## src/sv/mbpm_pkg.sv

```systemverilog
`timescale 1ns / 1ps
// ----------------------------------------------------------------------------
// mbpm_pkg
// Shared constants, types and helpers of the masked byte pattern matcher.
// ----------------------------------------------------------------------------
package mbpm_pkg;

  // Sizing
  localparam int WINDOW_BYTES  = 8;   // bytes kept in the history window (1..8)
  localparam int OFFSET_BITS   = 32;  // width of the byte counter (16..48)
  localparam int BYTE_W        = 8;
  localparam int PATTERN_LANES = 8;   // pattern bytes held in the registers
  localparam int LEN_W         = 4;
  localparam int START_W       = 32;
  localparam int CFG_INDEX_W   = 2;
  localparam int CFG_DATA_W    = 64;

  // Register indexes on the configuration port
  localparam logic [CFG_INDEX_W-1:0] REG_PATTERN   = 2'd0;
  localparam logic [CFG_INDEX_W-1:0] REG_MASK      = 2'd1;
  localparam logic [CFG_INDEX_W-1:0] REG_LENGTH    = 2'd2;
  localparam logic [CFG_INDEX_W-1:0] REG_CASE_FOLD = 2'd3;

  // Uppercase range bounds and the case offset
  localparam logic [BYTE_W-1:0] UPPER_A    = 8'h41;
  localparam logic [BYTE_W-1:0] UPPER_Z    = 8'h5A;
  localparam logic [BYTE_W-1:0] CASE_DELTA = 8'h20;

  typedef logic [BYTE_W-1:0]                    byte_t;
  typedef logic [WINDOW_BYTES-1:0][BYTE_W-1:0]  window_t;
  typedef logic [OFFSET_BITS-1:0]               offset_t;
  typedef logic [LEN_W-1:0]                     len_t;

  localparam offset_t OFFSET_CAP = '1;

  // Configuration register set
  typedef struct packed {
    logic [CFG_DATA_W-1:0] pattern;
    logic [CFG_DATA_W-1:0] mask;
    len_t                  length;
    logic                  case_fold;
  } cfg_t;

  // One beat held in the input stage
  typedef struct packed {
    logic    valid;
    window_t window;
    offset_t offset;
    logic    last;
  } stage_t;

  // Map A-Z onto a-z, leave everything else alone
  function automatic byte_t fold_lower(input byte_t c);
    if (c >= UPPER_A && c <= UPPER_Z) begin
      return c + CASE_DELTA;
    end
    return c;
  endfunction

endpackage

```

## src/sv/masked_byte_pattern_matcher_unit.sv

```systemverilog
`timescale 1ns / 1ps
// ----------------------------------------------------------------------------
// masked_byte_pattern_matcher_unit
// Streaming masked byte-signature matcher, one result per input byte.
//
//   channel  dir  handshake            payload
//   input    in   in_valid/in_stall    data_byte, buffer_last
//   output   out  out_valid/out_stall  match_found, match_start, end_of_buffer
//   config   in   cfg_write            cfg_index, cfg_data
//
// One byte per cycle sustained while out_stall is low; a result is on the outputs
// once its byte has passed the input stage and then the result register.
// The window compare runs on all eight lanes in parallel.
// rst is synchronous: clears window, offset count and valids; resets config regs.
// A stalled output holds the result; one more byte waits in the input stage
// before in_stall rises.
// ----------------------------------------------------------------------------
module masked_byte_pattern_matcher_unit (
  input  logic                               clk,
  input  logic                               rst,
  input  logic                               in_valid,
  output logic                               in_stall,
  input  logic [7:0]                         data_byte,
  input  logic                               buffer_last,
  output logic                               out_valid,
  input  logic                               out_stall,
  output logic                               match_found,
  output logic [mbpm_pkg::START_W-1:0]       match_start,
  output logic                               end_of_buffer,
  input  logic                               cfg_write,
  input  logic [mbpm_pkg::CFG_INDEX_W-1:0]   cfg_index,
  input  logic [mbpm_pkg::CFG_DATA_W-1:0]    cfg_data
);

  mbpm_pkg::cfg_t   cfg;
  mbpm_pkg::stage_t stage;
  logic             stage_take;

  // Configuration registers
  mbpm_cfg_regs u_cfg (
    .clk       (clk),
    .rst       (rst),
    .cfg_write (cfg_write),
    .cfg_index (cfg_index),
    .cfg_data  (cfg_data),
    .cfg       (cfg)
  );

  // History window, offset count and input stage
  mbpm_window u_window (
    .clk         (clk),
    .rst         (rst),
    .in_valid    (in_valid),
    .in_stall    (in_stall),
    .data_byte   (data_byte),
    .buffer_last (buffer_last),
    .stage_take  (stage_take),
    .stage       (stage)
  );

  // Lane compare and result register
  mbpm_compare u_compare (
    .clk           (clk),
    .rst           (rst),
    .cfg           (cfg),
    .stage         (stage),
    .stage_take    (stage_take),
    .out_valid     (out_valid),
    .out_stall     (out_stall),
    .match_found   (match_found),
    .match_start   (match_start),
    .end_of_buffer (end_of_buffer)
  );

endmodule

```

## src/sv/mbpm_cfg_regs.sv

```systemverilog
`timescale 1ns / 1ps
// ----------------------------------------------------------------------------
// mbpm_cfg_regs
// Configuration register file: pattern, mask, length and case-fold mode.
// ----------------------------------------------------------------------------
module mbpm_cfg_regs (
  input  logic                               clk,
  input  logic                               rst,
  input  logic                               cfg_write,
  input  logic [mbpm_pkg::CFG_INDEX_W-1:0]   cfg_index,
  input  logic [mbpm_pkg::CFG_DATA_W-1:0]    cfg_data,
  output mbpm_pkg::cfg_t                     cfg
);

  mbpm_pkg::cfg_t regs;

  // Decode the index and update one register per write
  always_ff @(posedge clk) begin
    if (rst) begin
      regs.pattern   <= '0;
      regs.mask      <= '1;
      regs.length    <= '0;
      regs.case_fold <= 1'b0;
    end else if (cfg_write) begin
      unique case (cfg_index)
        mbpm_pkg::REG_PATTERN:   regs.pattern   <= cfg_data;
        mbpm_pkg::REG_MASK:      regs.mask      <= cfg_data;
        mbpm_pkg::REG_LENGTH:    regs.length    <= cfg_data[mbpm_pkg::LEN_W-1:0];
        mbpm_pkg::REG_CASE_FOLD: regs.case_fold <= cfg_data[0];
        default: ;
      endcase
    end
  end

  assign cfg = regs;

endmodule

```

## src/sv/mbpm_window.sv

```systemverilog
`timescale 1ns / 1ps
// ----------------------------------------------------------------------------
// mbpm_window
// Byte history window, buffer offset counter and the input stage register.
// ----------------------------------------------------------------------------
module mbpm_window (
  input  logic                 clk,
  input  logic                 rst,
  input  logic                 in_valid,
  output logic                 in_stall,
  input  mbpm_pkg::byte_t      data_byte,
  input  logic                 buffer_last,
  input  logic                 stage_take,
  output mbpm_pkg::stage_t     stage
);

  mbpm_pkg::window_t window;
  mbpm_pkg::offset_t count;
  mbpm_pkg::window_t window_next;
  mbpm_pkg::offset_t count_next;

  logic              stage_valid;
  mbpm_pkg::window_t stage_window;
  mbpm_pkg::offset_t stage_offset;
  logic              stage_last;
  logic              accept;

  // Hold the input while the stage is full and not draining
  assign in_stall = stage_valid && !stage_take;
  assign accept   = in_valid && !in_stall;

  // Shift the new byte in at the newest slot
  always_comb begin
    window_next[0] = data_byte;
    for (int j = 1; j < mbpm_pkg::WINDOW_BYTES; j++) begin
      window_next[j] = window[j-1];
    end
  end

  // Advance the offset, saturating at the top; restart from zero on a last beat
  always_comb begin
    if (buffer_last) begin
      count_next = '0;
    end else if (count != mbpm_pkg::OFFSET_CAP) begin
      count_next = count + 1'b1;
    end else begin
      count_next = count;
    end
  end

  // Window and count state; clear both after the last beat of a buffer
  always_ff @(posedge clk) begin
    if (rst) begin
      window <= '0;
      count  <= '0;
    end else if (accept) begin
      window <= buffer_last ? '0 : window_next;
      count  <= count_next;
    end
  end

  // Input stage: capture the shifted window and the offset of this beat
  always_ff @(posedge clk) begin
    if (rst) begin
      stage_valid <= 1'b0;
    end else if (accept) begin
      stage_valid <= 1'b1;
    end else if (stage_take) begin
      stage_valid <= 1'b0;
    end
  end

  always_ff @(posedge clk) begin
    if (accept) begin
      stage_window <= window_next;
      stage_offset <= count;
      stage_last   <= buffer_last;
    end
  end

  assign stage.valid  = stage_valid;
  assign stage.window = stage_window;
  assign stage.offset = stage_offset;
  assign stage.last   = stage_last;

  // A closed buffer restarts counting from zero
  a_count_clear: assert property (@(posedge clk) disable iff (rst)
    accept && buffer_last |=> count == '0)
    else $error("offset count not cleared after last beat");

  // Offset steps by one within a buffer until it saturates
  a_count_step: assert property (@(posedge clk) disable iff (rst)
    accept && !buffer_last && count != mbpm_pkg::OFFSET_CAP |=>
      count == $past(count) + 1'b1)
    else $error("offset count did not advance");

endmodule

```

## src/sv/mbpm_compare.sv

```systemverilog
`timescale 1ns / 1ps
// ----------------------------------------------------------------------------
// mbpm_compare
// Parallel lane compare of the window against the pattern and result register.
// ----------------------------------------------------------------------------
module mbpm_compare (
  input  logic                           clk,
  input  logic                           rst,
  input  mbpm_pkg::cfg_t                 cfg,
  input  mbpm_pkg::stage_t               stage,
  output logic                           stage_take,
  output logic                           out_valid,
  input  logic                           out_stall,
  output logic                           match_found,
  output logic [mbpm_pkg::START_W-1:0]   match_start,
  output logic                           end_of_buffer
);

  localparam int WIDE_W = (mbpm_pkg::OFFSET_BITS > mbpm_pkg::START_W) ?
                          mbpm_pkg::OFFSET_BITS : mbpm_pkg::START_W;
  localparam mbpm_pkg::len_t WIN_LEN = mbpm_pkg::LEN_W'(mbpm_pkg::WINDOW_BYTES);

  mbpm_pkg::byte_t [mbpm_pkg::PATTERN_LANES-1:0] lane_byte;
  logic [mbpm_pkg::PATTERN_LANES-1:0]            lane_hit;
  mbpm_pkg::len_t                                span;
  mbpm_pkg::offset_t                             span_wide;
  mbpm_pkg::offset_t                             start_off;
  logic                                          len_ok;
  logic                                          reach;
  logic                                          found;
  logic [mbpm_pkg::START_W-1:0]                  start_next;
  logic                                          out_free;

  // Pattern spans len bytes ending at the newest window slot
  assign span      = cfg.length - 1'b1;
  assign span_wide = {{(mbpm_pkg::OFFSET_BITS - mbpm_pkg::LEN_W){1'b0}}, span};
  assign len_ok    = (cfg.length != '0) && (cfg.length <= WIN_LEN);
  assign reach     = stage.offset >= span_wide;

  // Compare each pattern lane with the window byte it lines up with
  always_comb begin
    for (int i = 0; i < mbpm_pkg::PATTERN_LANES; i++) begin
      lane_byte[i] = '0;
      for (int j = 0; j < mbpm_pkg::WINDOW_BYTES; j++) begin
        if (mbpm_pkg::LEN_W'(j) == span - mbpm_pkg::LEN_W'(i)) begin
          lane_byte[i] = stage.window[j];
        end
      end
      if (mbpm_pkg::LEN_W'(i) >= cfg.length) begin
        lane_hit[i] = 1'b1;
      end else if (cfg.case_fold) begin
        lane_hit[i] = mbpm_pkg::fold_lower(lane_byte[i]) ==
                      mbpm_pkg::fold_lower(cfg.pattern[8*i +: 8]);
      end else begin
        lane_hit[i] = (cfg.mask[8*i +: 8] & lane_byte[i]) == cfg.pattern[8*i +: 8];
      end
    end
  end

  assign found     = len_ok && reach && (&lane_hit);
  assign start_off = stage.offset - span_wide;

  // Report the start offset only on a hit
  always_comb begin
    if (found) begin
      start_next = WIDE_W'(start_off) >> 0;
    end else begin
      start_next = '0;
    end
  end

  // Result register: refill whenever it is empty or being taken
  assign out_free   = !out_valid || !out_stall;
  assign stage_take = stage.valid && out_free;

  always_ff @(posedge clk) begin
    if (rst) begin
      out_valid <= 1'b0;
    end else if (out_free) begin
      out_valid <= stage.valid;
    end
  end

  always_ff @(posedge clk) begin
    if (stage_take) begin
      match_found   <= found;
      match_start   <= start_next;
      end_of_buffer <= stage.last;
    end
  end

  // A beat leaving the stage lands in the result register
  a_take_lands: assert property (@(posedge clk) disable iff (rst)
    stage_take |=> out_valid)
    else $error("stage beat lost on its way to the result register");

  // No offset is reported without a match
  a_start_zero: assert property (@(posedge clk) disable iff (rst)
    out_valid && !match_found |-> match_start == '0)
    else $error("nonzero start offset on a miss");

  // End-of-buffer flag follows its beat
  a_last_carry: assert property (@(posedge clk) disable iff (rst)
    stage_take && stage.last |=> end_of_buffer)
    else $error("end-of-buffer flag dropped");

endmodule
```

## config.mk

```make
export PLATFORM = sky130hd
export DESIGN_NAME = masked_byte_pattern_matcher_unit
export DESIGN_NICKNAME = d
export VERILOG_FILES = /design/src/sv/mbpm_pkg.sv /design/src/sv/masked_byte_pattern_matcher_unit.sv /design/src/sv/mbpm_cfg_regs.sv /design/src/sv/mbpm_window.sv /design/src/sv/mbpm_compare.sv
export SDC_FILE = /design/constraint.sdc
export NUM_CORES = 1
export LEC_CHECK = 0
export BUFFER_PORTS_ARGS = -buffer_cell sky130_fd_sc_hd__buf_2
export CAP_MARGIN = 30
export CORE_MARGIN = 2
export CORE_UTILIZATION = 42
export CTS_CLUSTER_SIZE = 12
export DETAILED_ROUTE_END_ITERATION = 16
export PLACE_DENSITY = 0.63
export SYNTH_ARGS = -nofsm -noshare
export SYNTH_HDL_FRONTEND = slang
export SYNTH_SLANG_ARGS = --single-unit
```

## constraint.sdc

```tcl
create_clock -name clk -period 5.75 [get_ports clk]
set_clock_uncertainty 0.1 [all_clocks]
set_input_delay 0.2875 -clock clk [delete_from_list [all_inputs] [get_ports clk]]
set_output_delay 0.2875 -clock clk [all_outputs]
set_load 0.01 [all_outputs]
```

=== Word level (Yosys, flattened, before mapping) ===
Cells that the tools add are included.
W data, S select, Z words.

* Add/sub/neg operators: 26
* Magnitude comparators: 42
* Eq/ne operators: 76
* Muxes and demuxes: 197
* Bitwise operators: 8
* Reductions and logical operators: 45

{| class="wikitable"
|+ Operator list
! cell !! number
|-
| $mux W8 || 128
|-
| $add A8 B6 Y8 const B || 16
|-
| $eq A3 B4 Y1 const A || 32
|-
| $eq A8 B8 Y1 || 16
|-
| $ge A8 B7 Y1 const B || 16
|-
| $le A8 B7 Y1 const B || 16
|-
| $mux W1 || 66
|-
| $and A8 B8 Y8 || 8
|-
| $eq A2 B4 Y1 const A || 16
|-
| $mux W32 || 2
|-
| $mux W56 || 1
|-
| $add A32 B1 Y32 const B || 1
|-
| $eq A1 B4 Y1 const A || 8
|-
| $ge A32 B4 Y1 || 1
|-
| $logic_not A4 Y1 || 8
|-
| $ne A32 B32 Y1 const B || 1
|-
| $sub A32 B4 Y32 || 1
|-
| $logic_and A1 B1 Y1 || 22
|-
| $ge A3 B4 Y1 const A || 4
|-
| $sub A4 B3 Y4 const B || 4
|-
| $reduce_and A2 Y1 || 5
|-
| $ge A1 B4 Y1 const A || 2
|-
| $ge A2 B4 Y1 const A || 2
|-
| $reduce_and A8 Y1 || 1
|-
| other kinds (10) || 17
|}

* Bits in registers: 354
* Output and inout port bits: 36
* Word-level logic and storage cells: 421

=== Depth between registers and ports, before layout ===
* Word-level depth: 24
* Gate-level depth with buffers: 23
* Depth with buffers taken out: 17

=== Hierarchy ===
A second synthesis with hierarchy kept.

* Cell total of the unflattened synthesis: 2880
* Area total of the unflattened synthesis: 24632.4 sq um

{| class="wikitable"
|+ Modules (own cells, without submodules)
! module !! instances !! cells each !! area each (sq um)
|-
| mbpm_compare || 1 || 1711 || 12002.8
|-
| mbpm_window || 1 || 595 || 6999.2
|-
| mbpm_cfg_regs || 1 || 574 || 5630.4
|}

=== Worst setup path before layout ===
No wires, ideal clock.

* Path kind: reg2reg
* Start point: register u_cfg.regs (netlist bit u_cfg.cfg[2])
* End point: register u_compare.match_start[7] (netlist name) (data pin)
* Library setup time: 190 ps
* Arrival time: 4843 ps
* Slack: 616 ps
* Stages on the path, launching flop included: 21
* Period minus slack after synthesis: 5134 ps
* Cell sequence: dfxtp_1 buf_4 inv_1 ha_1 buf_2 buf_2 xor2_1 ha_1 a21o_1 o21ai_0 o211a_1 and3_1 and4b_1 a221o_1 or4_1 a2111oi_0 a31oi_1 a22o_1 a211o_1 buf_2 a2111oi_2

* Word-level cells in the longest chain between the ends: 24
* Elaborated cells on any way between the ends: 280

{| class="wikitable"
|+ Ends and longest elaborated chain
! item !! line !! RTL
|-
| start: declaration || mbpm_cfg_regs.sv:15 || <nowiki>mbpm_pkg::cfg_t regs;</nowiki>
|-
| $sub A4 B1 Y4 || mbpm_compare.sv:35 || <nowiki>assign span = cfg.length - 1'b1;</nowiki>
|-
| $sub A4 B1 Y4, or another cell as far along || mbpm_compare.sv:45 || <nowiki>if (mbpm_pkg::LEN_W'(j) == span - mbpm_pkg::LEN_W'(i)) begin</nowiki>
|-
| $logic_not A4 Y1 || mbpm_compare.sv:45 ||
|-
| $mux W8 (8 in a row) || mbpm_compare.sv:45 ||
|-
| $ge A8 B7 Y1 / $le A8 B7 Y1 (equally long branches) || mbpm_pkg.sv:54 || <nowiki>if (c >= UPPER_A && c <= UPPER_Z) begin</nowiki>
|-
| $logic_and A1 B1 Y1 || mbpm_pkg.sv:54 ||
|-
| $mux W1 || mbpm_pkg.sv:54 ||
|-
| $mux W1 || mbpm_compare.sv:51 || <nowiki>end else if (cfg.case_fold) begin</nowiki>
|-
| $mux W1 || mbpm_compare.sv:49 || <nowiki>if (mbpm_pkg::LEN_W'(i) >= cfg.length) begin</nowiki>
|-
| $mux W8 || mbpm_pkg.sv:57 || <nowiki>return c;</nowiki>
|-
| $mux W8 || mbpm_compare.sv:51 ||
|-
| $mux W8 || mbpm_compare.sv:49 ||
|-
| $eq A8 B8 Y1 || mbpm_compare.sv:52 || <nowiki>lane_hit[i] = mbpm_pkg::fold_lower(lane_byte[i]) ==</nowiki>
|-
| $mux W1 || mbpm_compare.sv:51 ||
|-
| $mux W1 || mbpm_compare.sv:49 ||
|-
| $reduce_and A8 Y1 || mbpm_compare.sv:60 || <nowiki>assign found = len_ok && reach && (&lane_hit);</nowiki>
|-
| $logic_and A1 B1 Y1 || mbpm_compare.sv:60 ||
|-
| end signal: assignment || mbpm_compare.sv:87 || <nowiki>match_start <= start_next;</nowiki>
|-
| end: declaration || mbpm_compare.sv:15 || <nowiki>output logic [mbpm_pkg::START_W-1:0] match_start,</nowiki>
|}

Parallel ways exist; a longest one is shown, timed or not. The select of a mux whose other input is x is not followed.
A chain may end at the register's enable or synchronous reset.

=== Worst setup path after layout ===
* Start point: register u_cfg.regs (netlist bit u_cfg.cfg[1])
* End point: register u_compare.match_start[4] (netlist name) (data pin)

The elaborated chain is that of the path after synthesis.

==> out/results.txt <==
Status: complete, no violations
Final hold viol count: 0
Drc violations: 0
Synth Instances: 2824
Average routed wire per standard cell: 27.7 µm
Worst path cell trace: buf_4, ha_2, buf_12, or3b_1, o21ai_0, o22ai_1, a21oi_1, o21ai_1, ha_1, mux2_2, o32a_1, o31a_1, o41ai_4, buf_4, nand2_1, buf_12, a2111oi_0
Reg2Reg Launch Point: u_cfg.cfg[1]
Top post-synthesis cells by area: dfxtp_1 20%, edfxtp_1 17%, nand2_1 7.3%
Post-CTS Setup Inserts: 0
Main synth FF type: dfxtp_1
First-pass GRT wire length: 149000 µm
Post-synth net total: 2930
Setup TNS: 0 ns
Vias in the first global route: 22.4k
DRT iter0 DRCs: 2494
Cell with the most instances after synthesis: nand2_1
Power per Cell Area: 246 nW/µm²
Via density: 6.33
Warnings from Yosys: 0
Detailed placement HPWL: 76800 µm
Starting Density: 42.4%
Final Slew Violations: 0
EDFF count, synth: 131
Worst-path clk slew: 0.05 ns
FP Rows: 85
Post-synth top area cell: dfxtp_1
Hold_sp: rst
Final Setup Violations: 0
Synth top area share: 19.6%
Clock root buffer: clkbuf_16
Share of layout cells above drive strength 1: 13.2%
Crit path buf inv count: 4
Compound-cell area share of the yosys netlist: 23.1%
1st-pass router iterations: 6
Die ar.: 56200 µm²
Worst Tran Pin Value: 1.00 ns
Clock Sinks: 354
CORE AREA: 53800 µm²
Die height: 237 µm
Crit start category: flop
Post-Synth Simple-Gate Area: 25.8%
Final min period: 5.55 ns
Area delta synth->final: 17.3%
Synthesized flop and latch total: 354
Nets: 3107
Mean Syn Cell Area: 8.08 µm²
Worst Setup SP: u_cfg.cfg[1]
Routed WL: 103000 µm
Fmax: 180 MHz
Num ports: 116
Largest net degree at the start of global routing: 114
# H-tree levels: 2
Clock latency on the worst-skew pair: 0.60 ns
Post-Syn Area: 22800 µm²
Seq/Total Area, Yosys: 36.8%
Post-Place Cells: 3579
Mux cell area share after synthesis: 1.17%
Critical Path Sink Type: flop
GRT Overall Usage: 35.8%
CTS tree: built
Period utilisation layout: 96.5%
Synth cell types: 100
Critical path type: reg2reg
Worst rel slew slack: 33.3%
Max-cap violations: 0
Largest family of logic cells by synthesized area: simple AND/OR/NAND/NOR gates
Max Buffers Root-to-Sink: 3
Post-synthesis adder-cell area fraction: 1.51%
PortBufs: 115
GR Overflow Total: 0
Type of the most critical hold path: in2reg
Antenna viol nets, final: 0
Leak: 10.0 nW
CP delay by family, top: compound AO/OA/AOI/OAI gates
RSZ-0062 raised after global routing: no
Die width: 237 µm
Synth Area in XOR/XNOR: 6.21%
Final Non-Filler Cells: 3727
Top post-synthesis cells by count: 443 x nand2_1, 244 x nor2_1, 240 x a21oi_1
Vias: 23.6k
Power, Total: 6.60 mW
CTS buffer count: 39
Worst Path Required: 6.02 ns
Initial antenna violation count: 1
Peak VDD IR: 0.240 mV
Crit path arrival time: 5.82 ns
Async SR Flop Fraction: 0%
Critical-path top delay cell: or3b_1
Critical-path maximum fanout: 23
CP max stage delay: 0.52 ns
GPL Wtd Cong: 1.03
[per-layer routing]
metal | wire (µm) | GRT usage, % | part of all wire (%)
met5 | 0 | 0 | 0
met3 | 9130 | 7.76 | 8.8
met4 | 6470 | 20.2 | 6.3
met1 | 43400 | 47.4 | 42
met2 | 44400 | 54.2 | 43
[report_power, final]
group | leakage, nW | internal [mW] | switching [mW]
logic | 6.27 | 0.509 | 0.826
registers | 3.15 | 2.69 | 0.155
clock network | 0.582 | 1.37 | 1.05
total | 10.0 | 4.57 | 2.03
[registers in the layout, summed over array words and instances, names as in the netlist, 32 cells and up]
register / flops
u_cfg.cfg: 133
u_window.count: 32
u_window.stage: 64
u_compare.match_start: 32
u_window.stage_offset: 32
u_window.window: 56
[layout make-up]
class	count	area, µm²
fill	5184	27000
tap	696	871
inverter	94	359
multi-input combinational	2164	13300
clock buffer	62	1100
antenna	1	2.50
timing repair buffer	348	2650
sequential	354	8400
clock inverter	8	101
[worst reg2reg max path, cell delays in order, from the launching register on]
cell	delay, ns
dfxtp_1	0.33
buf_4	0.28
ha_2	0.41
buf_12	0.21
or3b_1	0.52
o21ai_0	0.32
o22ai_1	0.16
a21oi_1	0.26
o21ai_1	0.18
ha_1	0.29
mux2_2	0.27
o32a_1	0.29
o31a_1	0.33
o41ai_4	0.49
buf_4	0.27
nand2_1	0.12
buf_12	0.18
a2111oi_0	0.30
[layout by cell type (no fill, tap or decap), types with 57 or more instances in the layout]
| cell type | count |
|---|---|
| nand2_1 | 442 |
| nor2_1 | 243 |
| a21oi_1 | 240 |
| dfxtp_1 | 221 |
| buf_4 | 147 |
| edfxtp_1 | 131 |
| buf_2 | 114 |
| o21ai_0 | 110 |
| xnor2_1 | 95 |
| inv_1 | 91 |
| nand3b_1 | 80 |
| dlygate4sd3_1 | 76 |
| nor3b_1 | 69 |
| nand3_1 | 64 |
| nor3_1 | 59 |
| xor2_1 | 57 |
[stage by stage]
stage	hold slack [ns]	setup slack (ns)	instance area (µm²)	util (%)
floorplan	0.286	0.616	22800	-
global placement	0.314	0.227	24700	45.9
detailed placement	0.313	0.119	24700	45.9
CTS	0.0134	0.0795	26700	49.6
global route	0.0538	0.0306	26800	49.8
finish	0.0406	0.204	26800	49.8
[what timing repair did]
item	in CTS	in global routing
hold buffers	76	0
hold endpoints to repair	141	0
resized for setup	0	12
endpoints found under the setup margin	0	33
[kinds of logic (layout without fill, tap and decap cells)]
| group | after synthesis | after routing |
|---|---|---|
| and+or+nand+nor | 1180 | 1180 |
| AOI/OAI and AO/OA | 777 | 777 |
| DFF | 354 | 354 |
| buffers and inverters | 306 | 512 |
| xor gates and xnor gates | 156 | 156 |
| adders and majority gates | 28 | 28 |
| muxes | 23 | 23 |
| other | 0 | 1 |
[worst paths after layout]
check                             endpoint  slack, ns  cells past startpoint
setup / recovery  u_compare.match_start[4]       0.20                     17
hold reg to reg         u_window.stage[92]       0.33                      0
hold / removal                u_cfg.cfg[1]       0.04                      2
setup reg to reg  u_compare.match_start[4]       0.20                     17
Note: power is estimated with default switching activity, not from simulation.
